--- src/rtl/gnta_pkg.sv ---
// ----------------------------------------------------------------------------
// gnta_pkg
// Shared types and constants of the gated nearest track association unit.
// ----------------------------------------------------------------------------
package gnta_pkg;

   localparam int MAX_POSES  = 64;
   localparam int POS_W      = $clog2(MAX_POSES + 1);
   localparam int COORD_W    = 24;
   localparam int VAR_W      = 32;
   localparam int SQ_W       = 2 * COORD_W + 1;
   localparam int GATE_W     = VAR_W + 3;
   localparam int DIST_W     = 50;
   localparam int INDEX_W    = 6;
   localparam int COUNT_W    = 8;

   localparam logic [COUNT_W-1:0] FAIL_LIMIT_RESET = COUNT_W'(5);
   localparam logic [COUNT_W-1:0] COUNT_MAX        = '1;

   typedef enum logic [1:0] {
      OUTCOME_NO_TRACK = 2'd0,
      OUTCOME_MATCHED  = 2'd1,
      OUTCOME_NO_MATCH = 2'd2,
      OUTCOME_DROP     = 2'd3
   } outcome_type;

   // raw request as held in the input register
   typedef struct packed {
      logic signed [COORD_W-1:0] pose_x;
      logic signed [COORD_W-1:0] pose_y;
      logic signed [COORD_W-1:0] est_x;
      logic signed [COORD_W-1:0] est_y;
      logic        [VAR_W-1:0]   var_x;
      logic        [VAR_W-1:0]   var_y;
      logic                      tracking_active;
      logic                      has_pose;
      logic                      last_item;
   } req_type;

   // request after the distance stage
   typedef struct packed {
      logic [SQ_W-1:0]   dist_sq;
      logic [GATE_W-1:0] gate;
      logic              tracking_active;
      logic              has_pose;
      logic              last_item;
   } cand_type;

endpackage

--- src/rtl/gnta_dist.sv ---
// ----------------------------------------------------------------------------
// gnta_dist
// Squared distance from the estimate and the gate 4*(var_x+var_y), registered.
// ----------------------------------------------------------------------------
module gnta_dist
   import gnta_pkg::*;
(
   input  logic     clock,
   input  logic     reset,
   input  logic     in_valid,
   output logic     in_ready,
   input  req_type  in_req,
   output logic     out_valid,
   input  logic     out_ready,
   output cand_type out_cand
);

   logic                    valid_ff;
   logic                    valid_in;
   cand_type                cand_ff;
   cand_type                cand_in;
   logic signed [COORD_W:0] diff_x;
   logic signed [COORD_W:0] diff_y;
   logic [COORD_W-1:0]      abs_x;
   logic [COORD_W-1:0]      abs_y;
   logic [2*COORD_W-1:0]    sq_x;
   logic [2*COORD_W-1:0]    sq_y;
   logic [VAR_W:0]          var_sum;

   always_comb begin
      diff_x  = (COORD_W+1)'(in_req.pose_x) - (COORD_W+1)'(in_req.est_x);
      diff_y  = (COORD_W+1)'(in_req.pose_y) - (COORD_W+1)'(in_req.est_y);
      abs_x   = diff_x[COORD_W] ? COORD_W'(-diff_x) : diff_x[COORD_W-1:0];
      abs_y   = diff_y[COORD_W] ? COORD_W'(-diff_y) : diff_y[COORD_W-1:0];
      sq_x    = abs_x * abs_x;
      sq_y    = abs_y * abs_y;
      var_sum = (VAR_W+1)'(in_req.var_x) + (VAR_W+1)'(in_req.var_y);
      cand_in.dist_sq         = SQ_W'(sq_x) + SQ_W'(sq_y);
      cand_in.gate            = {var_sum, 2'b00};
      cand_in.tracking_active = in_req.tracking_active;
      cand_in.has_pose        = in_req.has_pose;
      cand_in.last_item       = in_req.last_item;
   end

   assign in_ready = !valid_ff || out_ready;
   assign valid_in = (in_valid && in_ready) ? 1'b1 : (out_ready ? 1'b0 : valid_ff);

   always_ff @(posedge clock) begin
      if (reset) begin
         valid_ff <= 1'b0;
      end else begin
         valid_ff <= valid_in;
      end
   end

   always_ff @(posedge clock) begin
      if (in_valid && in_ready) begin
         cand_ff <= cand_in;
      end
   end

   assign out_valid = valid_ff;
   assign out_cand  = cand_ff;

endmodule

--- src/rtl/gnta_select.sv ---
// ----------------------------------------------------------------------------
// gnta_select
// Running gated minimum over a message, fail counter and result register.
// ----------------------------------------------------------------------------
module gnta_select
   import gnta_pkg::*;
(
   input  logic               clock,
   input  logic               reset,
   input  logic [COUNT_W-1:0] fail_limit,
   input  logic               in_valid,
   output logic               in_ready,
   input  cand_type           in_cand,
   output logic               rsp_valid,
   input  logic               rsp_ready,
   output outcome_type        rsp_outcome,
   output logic [INDEX_W-1:0] rsp_match_index,
   output logic [COUNT_W-1:0] rsp_fail_count
);

   logic [DIST_W-1:0]      best_dist_ff, best_dist_in;
   logic [POS_W-1:0]       best_idx_ff, best_idx_in;
   logic [POS_W-1:0]       pos_ff, pos_in;
   logic                   found_ff, found_in;
   logic [COUNT_W-1:0]     count_ff, count_in;
   logic                   valid_ff, valid_in;
   outcome_type            outcome_ff, outcome_in;
   logic [INDEX_W-1:0]     index_ff, index_in;
   logic [COUNT_W-1:0]     fail_ff, fail_in;
   logic                   fire;
   logic                   consider;
   logic                   take;
   logic                   cur_found;
   logic [POS_W-1:0]       cur_idx;
   logic [POS_W+INDEX_W-1:0] idx_ext;

   // a last request can only be taken when the result register is free or being read
   assign in_ready = !in_cand.last_item || !valid_ff || rsp_ready;
   assign fire     = in_valid && in_ready;

   always_comb begin
      consider  = fire && in_cand.has_pose && (pos_ff < POS_W'(MAX_POSES));
      take      = consider && (DIST_W'(in_cand.dist_sq) < best_dist_ff)
                  && (in_cand.dist_sq < SQ_W'(in_cand.gate));
      cur_found = found_ff || take;
      cur_idx   = take ? pos_ff : best_idx_ff;
      idx_ext   = {{INDEX_W{1'b0}}, cur_idx};

      best_dist_in = take ? DIST_W'(in_cand.dist_sq) : best_dist_ff;
      best_idx_in  = cur_idx;
      found_in     = cur_found;
      pos_in       = consider ? pos_ff + POS_W'(1) : pos_ff;
      count_in     = count_ff;
      outcome_in   = outcome_ff;
      index_in     = index_ff;
      fail_in      = fail_ff;
      valid_in     = rsp_ready ? 1'b0 : valid_ff;

      if (fire && in_cand.last_item) begin
         index_in = '0;
         if (count_ff >= fail_limit) begin
            count_in   = '0;
            outcome_in = OUTCOME_DROP;
         end else if (!in_cand.tracking_active) begin
            outcome_in = OUTCOME_NO_TRACK;
         end else if (cur_found) begin
            count_in   = '0;
            outcome_in = OUTCOME_MATCHED;
            index_in   = idx_ext[INDEX_W-1:0];
         end else begin
            if (count_ff != COUNT_MAX) begin
               count_in = count_ff + COUNT_W'(1);
            end
            outcome_in = OUTCOME_NO_MATCH;
         end
         fail_in  = count_in;
         valid_in = 1'b1;
         // message done: return the search to its idle values
         best_dist_in = '1;
         best_idx_in  = '0;
         found_in     = 1'b0;
         pos_in       = '0;
      end
   end

   always_ff @(posedge clock) begin
      if (reset) begin
         best_dist_ff <= '1;
         best_idx_ff  <= '0;
         pos_ff       <= '0;
         found_ff     <= 1'b0;
         count_ff     <= '0;
         valid_ff     <= 1'b0;
      end else begin
         best_dist_ff <= best_dist_in;
         best_idx_ff  <= best_idx_in;
         pos_ff       <= pos_in;
         found_ff     <= found_in;
         count_ff     <= count_in;
         valid_ff     <= valid_in;
      end
   end

   always_ff @(posedge clock) begin
      outcome_ff <= outcome_in;
      index_ff   <= index_in;
      fail_ff    <= fail_in;
   end

   assign rsp_valid       = valid_ff;
   assign rsp_outcome     = outcome_ff;
   assign rsp_match_index = index_ff;
   assign rsp_fail_count  = fail_ff;

endmodule

--- src/rtl/gated_nearest_track_association_unit.sv ---
// ----------------------------------------------------------------------------
// gated_nearest_track_association_unit
// Gated nearest-candidate association of one detection message to a track.
// ----------------------------------------------------------------------------
// Requests arrive on the req_ channel, one candidate position per request,
// with the track estimate, its variances and the message flags. A candidate
// is kept when its squared distance to the estimate is below
// 4*(var_x+var_y) and below the best so far; the earliest wins a tie.
// The request carrying last_item produces one response on the rsp_ channel
// (no track, matched with index, no match, or drop track) plus the fail
// counter; other requests produce none.
// Pipeline: input register, distance register, result register. A response
// is formed from its last request after the input and distance registers; one
// request is accepted every cycle while nothing stalls. The running-minimum
// update and the fail counter are the only loops, both in the select stage.
// When rsp_ready is low the response holds; requests keep flowing until a
// further last request reaches the select stage, then the pipeline stalls.
// Reset empties the pipeline, clears the fail counter and the search state
// and sets fail_limit to 5. csr_write_enable writes fail_limit at once.
// ----------------------------------------------------------------------------
module gated_nearest_track_association_unit
   import gnta_pkg::*;
(
   input  logic                      clock,
   input  logic                      reset,
   input  logic                      req_valid,
   output logic                      req_ready,
   input  logic signed [COORD_W-1:0] req_pose_x,
   input  logic signed [COORD_W-1:0] req_pose_y,
   input  logic signed [COORD_W-1:0] req_est_x,
   input  logic signed [COORD_W-1:0] req_est_y,
   input  logic        [VAR_W-1:0]   req_var_x,
   input  logic        [VAR_W-1:0]   req_var_y,
   input  logic                      req_tracking_active,
   input  logic                      req_has_pose,
   input  logic                      req_last_item,
   output logic                      rsp_valid,
   input  logic                      rsp_ready,
   output logic [1:0]                rsp_outcome,
   output logic [INDEX_W-1:0]        rsp_match_index,
   output logic [COUNT_W-1:0]        rsp_fail_count,
   input  logic                      csr_write_enable,
   input  logic [COUNT_W-1:0]        csr_write_data
);

   logic [COUNT_W-1:0] fail_limit_ff;
   logic               req_valid_ff;
   logic               req_valid_in;
   req_type            req_ff;
   req_type            req_in;
   logic               dist_ready;
   logic               cand_valid;
   logic               cand_ready;
   cand_type           cand;
   outcome_type        outcome;

   always_comb begin
      req_in.pose_x          = req_pose_x;
      req_in.pose_y          = req_pose_y;
      req_in.est_x           = req_est_x;
      req_in.est_y           = req_est_y;
      req_in.var_x           = req_var_x;
      req_in.var_y           = req_var_y;
      req_in.tracking_active = req_tracking_active;
      req_in.has_pose        = req_has_pose;
      req_in.last_item       = req_last_item;
   end

   assign req_ready    = !req_valid_ff || dist_ready;
   assign req_valid_in = (req_valid && req_ready) ? 1'b1 :
                         (dist_ready ? 1'b0 : req_valid_ff);

   always_ff @(posedge clock) begin
      if (reset) begin
         req_valid_ff  <= 1'b0;
         fail_limit_ff <= FAIL_LIMIT_RESET;
      end else begin
         req_valid_ff <= req_valid_in;
         if (csr_write_enable) begin
            fail_limit_ff <= csr_write_data;
         end
      end
   end

   always_ff @(posedge clock) begin
      if (req_valid && req_ready) begin
         req_ff <= req_in;
      end
   end

   gnta_dist u_dist (
      .clock     (clock),
      .reset     (reset),
      .in_valid  (req_valid_ff),
      .in_ready  (dist_ready),
      .in_req    (req_ff),
      .out_valid (cand_valid),
      .out_ready (cand_ready),
      .out_cand  (cand)
   );

   gnta_select u_select (
      .clock           (clock),
      .reset           (reset),
      .fail_limit      (fail_limit_ff),
      .in_valid        (cand_valid),
      .in_ready        (cand_ready),
      .in_cand         (cand),
      .rsp_valid       (rsp_valid),
      .rsp_ready       (rsp_ready),
      .rsp_outcome     (outcome),
      .rsp_match_index (rsp_match_index),
      .rsp_fail_count  (rsp_fail_count)
   );

   assign rsp_outcome = outcome;

endmodule

--- config.mk ---
export PLATFORM = sky130hd
export DESIGN_NAME = gated_nearest_track_association_unit
export DESIGN_NICKNAME = d
export VERILOG_FILES = /design/src/rtl/gnta_pkg.sv /design/src/rtl/gnta_dist.sv /design/src/rtl/gnta_select.sv /design/src/rtl/gated_nearest_track_association_unit.sv
export SDC_FILE = /design/constraint.sdc
export NUM_CORES = 2
export LEC_CHECK = 0
export BUFFER_PORTS_ARGS = -buffer_cell sky130_fd_sc_hd__buf_2
export CAP_MARGIN = 20
export CELL_PAD_IN_SITES_DETAIL_PLACEMENT = 1
export CELL_PAD_IN_SITES_GLOBAL_PLACEMENT = 2
export CORE_MARGIN = 2
export CORE_UTILIZATION = 42
export DETAILED_ROUTE_END_ITERATION = 8
export GPL_TIMING_DRIVEN = 1
export PLACE_DENSITY_LB_ADDON = 0.1
export SYNTH_ARGS = -nofsm -noshare
export SYNTH_HDL_FRONTEND = slang
export SYNTH_HIERARCHICAL = 1
export SYNTH_SLANG_ARGS = --single-unit
--- constraint.sdc ---
create_clock -name clock -period 36.6 [get_ports clock]
set_input_delay 1.83 -clock clock [delete_from_list [all_inputs] [get_ports clock]]
set_output_delay 1.83 -clock clock [all_outputs]
set_load 0.01 [all_outputs]
Yosys cells after proc, flatten, opt, wreduce, memory -nomap -nowiden --
Index checks and enable logic that the tools add are counted.
Word-level totals: register bits after elaboration 347, output and inout bits 18
Cells by class: $add $sub $neg 8, multipliers 2, magnitude comparators 4, equal/unequal tests 1, multiplexer cells 15, bitwise gates (word level) 2, reduce and logical (&&, ||, !) cells 22
Operators with widths (number):
- 24-bit by 24-bit multiplier with 48-bit output | 2
- 49-bit by 50-bit less-than comparator with 1-bit output | 1
- 24-bit by 24-bit subtractor with 25-bit output | 2
- 48-bit by 48-bit adder with 49-bit output | 1
- 49-bit by 35-bit less-than comparator with 1-bit output | 1
- 24-bit two-way mux | 2
- 24-bit negation | 2
- 32-bit by 32-bit adder with 33-bit output | 1
- 8-bit two-way mux | 4
- 8-bit by 1-bit adder with 8-bit output, second input constant | 1
- 8-bit >= comparator | 1
- 1-bit logical AND | 8
- 8-bit != test, second input constant | 1
- 7-bit by 1-bit adder with 7-bit output, second input constant | 1
- 7-bit less-than comparator, second input constant | 1
- 1-bit two-way mux | 6
- 6-bit two-way mux | 1
- 2-bit nonzero test | 3
- 1-bit logical OR | 5
- 1-bit logical NOT | 4
- 2-bit two-way mux | 2
- 3-bit OR reduction | 1
- 1-bit NOT | 2
- 2-bit OR reduction | 1

Logic depth before layout (Yosys ltp) --
word-level depth 12, gate-level depth with buffers 48, gate-level depth less buffers 46

By module --
The synthesis kept the hierarchy.
Modules (own cells, without submodules):
- gnta_dist | instances 1, cells each 4321, area each 40004.6 um^2, seq. area each 2572.5 um^2
- gnta_select | instances 1, cells each 670, area each 5666.7 um^2, seq. area each 1941.9 um^2
- gated_nearest_track_association_unit | instances 1, cells each 194, area each 5230.0 um^2, seq. area each 5074.9 um^2

Worst setup path after synthesis --
No wires, ideal clock.
path kind reg-to-reg, start register req_ff[139] in the netlist's numbering, end register u_dist.cand_ff (netlist bit u_dist/out_cand[86]), data pin, setup time 0.268 ns, data arrival time 11.342 ns, slack 24.991 ns, cell stages (with the launch flop) 46, path buffers 2, period minus slack after synthesis 11.609 ns, cell sequence edfxtp_1 > inv_1 > ha_1 > inv_1 > fa_1 > a21oi_2 > o221ai_2 > a21oi_1 > o211ai_1 > a21o_1 > o21a_1 > o31a_1 > o21ai_1 > buf_2 > o21ai_0 > xnor2_1 > clkbuf_1 > nand2_1 > (+10 left out) > fa_1 > inv_1 > fa_1 > inv_1 > ha_1 > a21o_1 > a21o_1 > a2111oi_0 > o21ai_0 > or3_1 > o22ai_1 > o21ai_1 > a21o_1 > a22oi_1 > o21ai_0 > a21oi_1 > xor2_1 > xnor3_1
RTL lines:
- start, declared | line gated_nearest_track_association_unit.sv:49 | req_type req_ff;
- start signal, assigned | line gated_nearest_track_association_unit.sv:87 | req_ff <= req_in;
- end signal, assigned | line gnta_dist.sv:58 | cand_ff <= cand_in;
- end, declared | line gnta_dist.sv:20 | cand_type cand_ff;

==> qor.tcl <==
set qor(run_status) {finished, final reports clean}
set qor(antenna_found_initial) 4
set qor(critical_path.top_delay_family) {adder cells}
set qor(cts_num_sinks) 347
set qor(syn_area_sq_um) 50900
set qor(timing.critical_path.arrival_ns) 13.96
set qor(cts-resized-gates) 0
set qor(synth_seq_area_share) 0.188
set qor(layout_commonest_cell) {sky130_fd_sc_hd__inv_1}
set qor(dp_cells) 6931
set qor(chipHeight_um) 352
set qor(final-hold-violation-count) 0
set qor(row_count) 127
set qor(floorplan.core_area_sq_um) 120000
set qor(areaGrowthSynthToFinish_pct) 8.59
set qor(grt_overflow_total) 0
set qor(postSynth.topFlopCell) {sky130_fd_sc_hd__edfxtp_1}
set qor(io-pin-count) 194
set qor(number_of_clock_buffers_inserted_by_tritoncts) 41
set qor(worstPathBufferInverterCount) 8
set qor(timing.final.crit_period_ns) 13.64
set qor(max_cap_violations) 0
set qor(report.final.setup_viol) 0
set qor(setup_tns_ns) 0
set qor(groute.usage.overall) 0.263
set qor(crit_path_max_fanout) 22
set qor(max-slew-margin-rel) 0.253
set qor(postSynthCellCount) 5185
set qor(worst_skew_pair.late_latency_ns) 0.62
set qor(cts-root-to-sink-buffers) 3
set qor(drv_slew) 0
set qor(dr_drc_count) 0
set qor(worst-endpoint-required_ns) 36.92
set qor(dp.final_hpwl_um) 134000
set qor(finish.cell_count_without_fillers) 7007
set qor(design.final.nets) 6980
set qor(final.period_utilization) 0.373
set qor(first_pass_iters) 5
set qor(tritoncts) {done}
set qor(share_of_layout_cells_above_drive_strength_1) 0.0714
set qor(floorplan.initialDensity) 0.424
set qor(crit_type) {register to register}
set qor(timing.clock.skew_ns) 0.0537
set qor(synth-edff-count) 264
set qor(crit_path_frequent_cell) {sky130_fd_sc_hd__fa_1}
set qor(hold_path_class) {register to register}
set qor(vias_per_cell) 5.12
set qor(first_global_vias) 40000
set qor(fmax_mhz) 73.3
set qor(synth_warnings) 6
set qor(detail_route.iter0.violations) 1949
set qor(start_kind) {register}
set qor(finalWirelength_um) 159000
set qor(clkSlewWorstSetupHoldPaths_ns) 0.06
set qor(antenna_cells) 0
set qor(io_buffers) 193
set qor(post_cts_buffers) 0
set qor(die_width_um) 352
set qor(cts_hold_repair.buffers) 0
set qor(grt_setup_unrepaired) {false}
set qor(crit_slowest_cell) {sky130_fd_sc_hd__clkinv_1}
set qor(htree_num_levels) 2
set qor(max_slew.worst_pin.slew_ns) 1.09
set qor(area_of_the_die_sq_um) 124000
set qor(place_congestion) 0.916
set qor(grt_pass1_wl_um) 247000
set qor(ys_async_sr_fraction) 0
set qor(ys_ff_latch) 347
set qor(worst_path_largest_cell_delay_ns) 0.90
set qor(wl_per_cell_um) 22.6
set qor(drt.antenna.violating_nets) 0
set qor(yosysUniqueCellTypes) 99
set qor(crit_path_end_kind) {register}
set qor(final_cell_mix) {sky130_fd_sc_hd__inv_1, sky130_fd_sc_hd__fa_1, sky130_fd_sc_hd__ha_1}
set qor(via_count) 35900
set qor(grt_max_degree) 69
set qor(mapped_avg_cell_area_sq_um) 9.82
set qor(cts_root_buffer) {sky130_fd_sc_hd__clkbuf_16}
[routing by layer]
metal	GRT usage	routed length [um]	share of wire	vias to the layer above
li1	-	-	-	16400
met3	0.0426	8560	0.054	164
met4	0.0470	3120	0.020	2
met2	0.423	72900	0.46	746
met5	0	18	0.00011	-
met1	0.378	74100	0.47	18600
[sequential cells by signal (all words and copies together) (netlist names)]
| register | cells |
|---|---|
| fail_limit_ff | 8 |
| req_ff | 163 |
| req_valid_ff | 1 |
| u_dist/out_cand | 85 |
| u_dist/out_valid | 1 |
| u_select/best_dist_ff | 50 |
| u_select/best_idx_ff | 6 |
| u_select/count_ff | 8 |
| u_select/found_ff | 1 |
| u_select/pos_ff | 7 |
| u_select/rsp_fail_count | 8 |
| u_select/rsp_match_index | 6 |
| u_select/rsp_outcome | 2 |
| u_select/rsp_valid | 1 |
[final timing paths]
path	start	endpoint	slack (ns)	cells after the start
setup / recovery	req_ff[139]$_DFFE_PP_	u_dist/out_cand[85]$_DFFE_PP_	22.96	45
hold / removal	req_ff[2]$_DFFE_PP_	u_dist/out_cand[2]$_DFFE_PP_	0.42	0
hold reg to reg	req_ff[2]$_DFFE_PP_	u_dist/out_cand[2]$_DFFE_PP_	0.42	0
setup reg to reg	req_ff[139]$_DFFE_PP_	u_dist/out_cand[85]$_DFFE_PP_	22.96	45
[cell type report]
type | instances | area [sq um]
tap | 1612 | 2020
clock inverter | 24 | 238
clock buffer | 52 | 1090
timing repair buffer | 252 | 1410
sequential | 347 | 9590
fill | 13600 | 64900
multi-input combinational | 3327 | 35700
inverter | 1393 | 5230
[worst reg2reg max path: cells and delay by family, from the launching register on]
family / cells / cell delay [ns]
fa+ha+maj: 12 / 5.15
compound gates: 16 / 4.21
buf+inv: 8 / 1.51
flops: 1 / 0.37
simple gates: 7 / 1.49
xor+xnor: 2 / 0.60
[kinds of logic after synthesis]
group                      count (synthesis)  synth area share
adders and majority gates               1442             0.493
muxes                                     17           0.00337
xor gates and xnor gates                 159            0.0284
AOI/OAI and AO/OA                        564            0.0733
and+or+nand+nor                         1143             0.100
other                                      1         0.0000737
DFF                                      347             0.188
buffers and inverters                   1512             0.113
[per-stage QoR]
| step | hold slack (ns) | cell area, sq um | utilization | setup slack, ns |
|---|---|---|---|---|
| floorplan | 0.400 | 50900 | - | 24.99 |
| global placement | 0.411 | 53900 | 0.449 | 22.73 |
| detailed placement | 0.412 | 54000 | 0.449 | 22.99 |
| CTS | 0.428 | 55300 | 0.460 | 22.95 |
| global route | 0.430 | 55300 | 0.460 | 22.07 |
| finish | 0.424 | 55300 | 0.460 | 22.96 |
[cell usage after synthesis, types with 5 or more instances]
master                      count  area, sq um
sky130_fd_sc_hd__a2111oi_0     10         87.6
sky130_fd_sc_hd__a211o_1       13          114
sky130_fd_sc_hd__a211oi_1      19          143
sky130_fd_sc_hd__a21o_1        72          541
sky130_fd_sc_hd__a21oi_1      167          836
sky130_fd_sc_hd__a31oi_1       11         68.8
sky130_fd_sc_hd__and2_1        11         68.8
sky130_fd_sc_hd__and3_1        13         81.3
sky130_fd_sc_hd__and4_1         5         43.8
sky130_fd_sc_hd__buf_2         24          120
sky130_fd_sc_hd__buf_4          5         37.5
sky130_fd_sc_hd__clkbuf_1      86          323
sky130_fd_sc_hd__clkinv_1       9         33.8
sky130_fd_sc_hd__dfxtp_1       83         1660
sky130_fd_sc_hd__edfxtp_1     264         7930
sky130_fd_sc_hd__fa_1         942        18900
sky130_fd_sc_hd__ha_1         500         6260
sky130_fd_sc_hd__inv_1       1372         5150
sky130_fd_sc_hd__inv_2         12         45.0
sky130_fd_sc_hd__mux2i_1       16          160
sky130_fd_sc_hd__nand2_1      428         1610
sky130_fd_sc_hd__nand2b_1      38          238
sky130_fd_sc_hd__nand3_1       59          295
sky130_fd_sc_hd__nand3b_1       6         45.0
sky130_fd_sc_hd__nand4_1       31          194
sky130_fd_sc_hd__nand4b_1       5         43.8
sky130_fd_sc_hd__nor2_1       401         1510
sky130_fd_sc_hd__nor2b_1       20          125
sky130_fd_sc_hd__nor3_1        43          215
sky130_fd_sc_hd__nor4_1        15         93.8
sky130_fd_sc_hd__o211ai_1      51          383
sky130_fd_sc_hd__o21a_1        21          158
sky130_fd_sc_hd__o21ai_0       85          425
sky130_fd_sc_hd__o21ai_1        9         45.0
sky130_fd_sc_hd__o21bai_1      15          113
sky130_fd_sc_hd__o31ai_1       15          113
sky130_fd_sc_hd__or2_2         16          100
sky130_fd_sc_hd__or3_1         19          119
sky130_fd_sc_hd__or4_1          5         37.5
sky130_fd_sc_hd__xnor2_1      106          928
sky130_fd_sc_hd__xor2_1        47          412
Power is not shown: default switching activity piles up to over one toggle a cycle in this logic, so the estimate is an artifact.
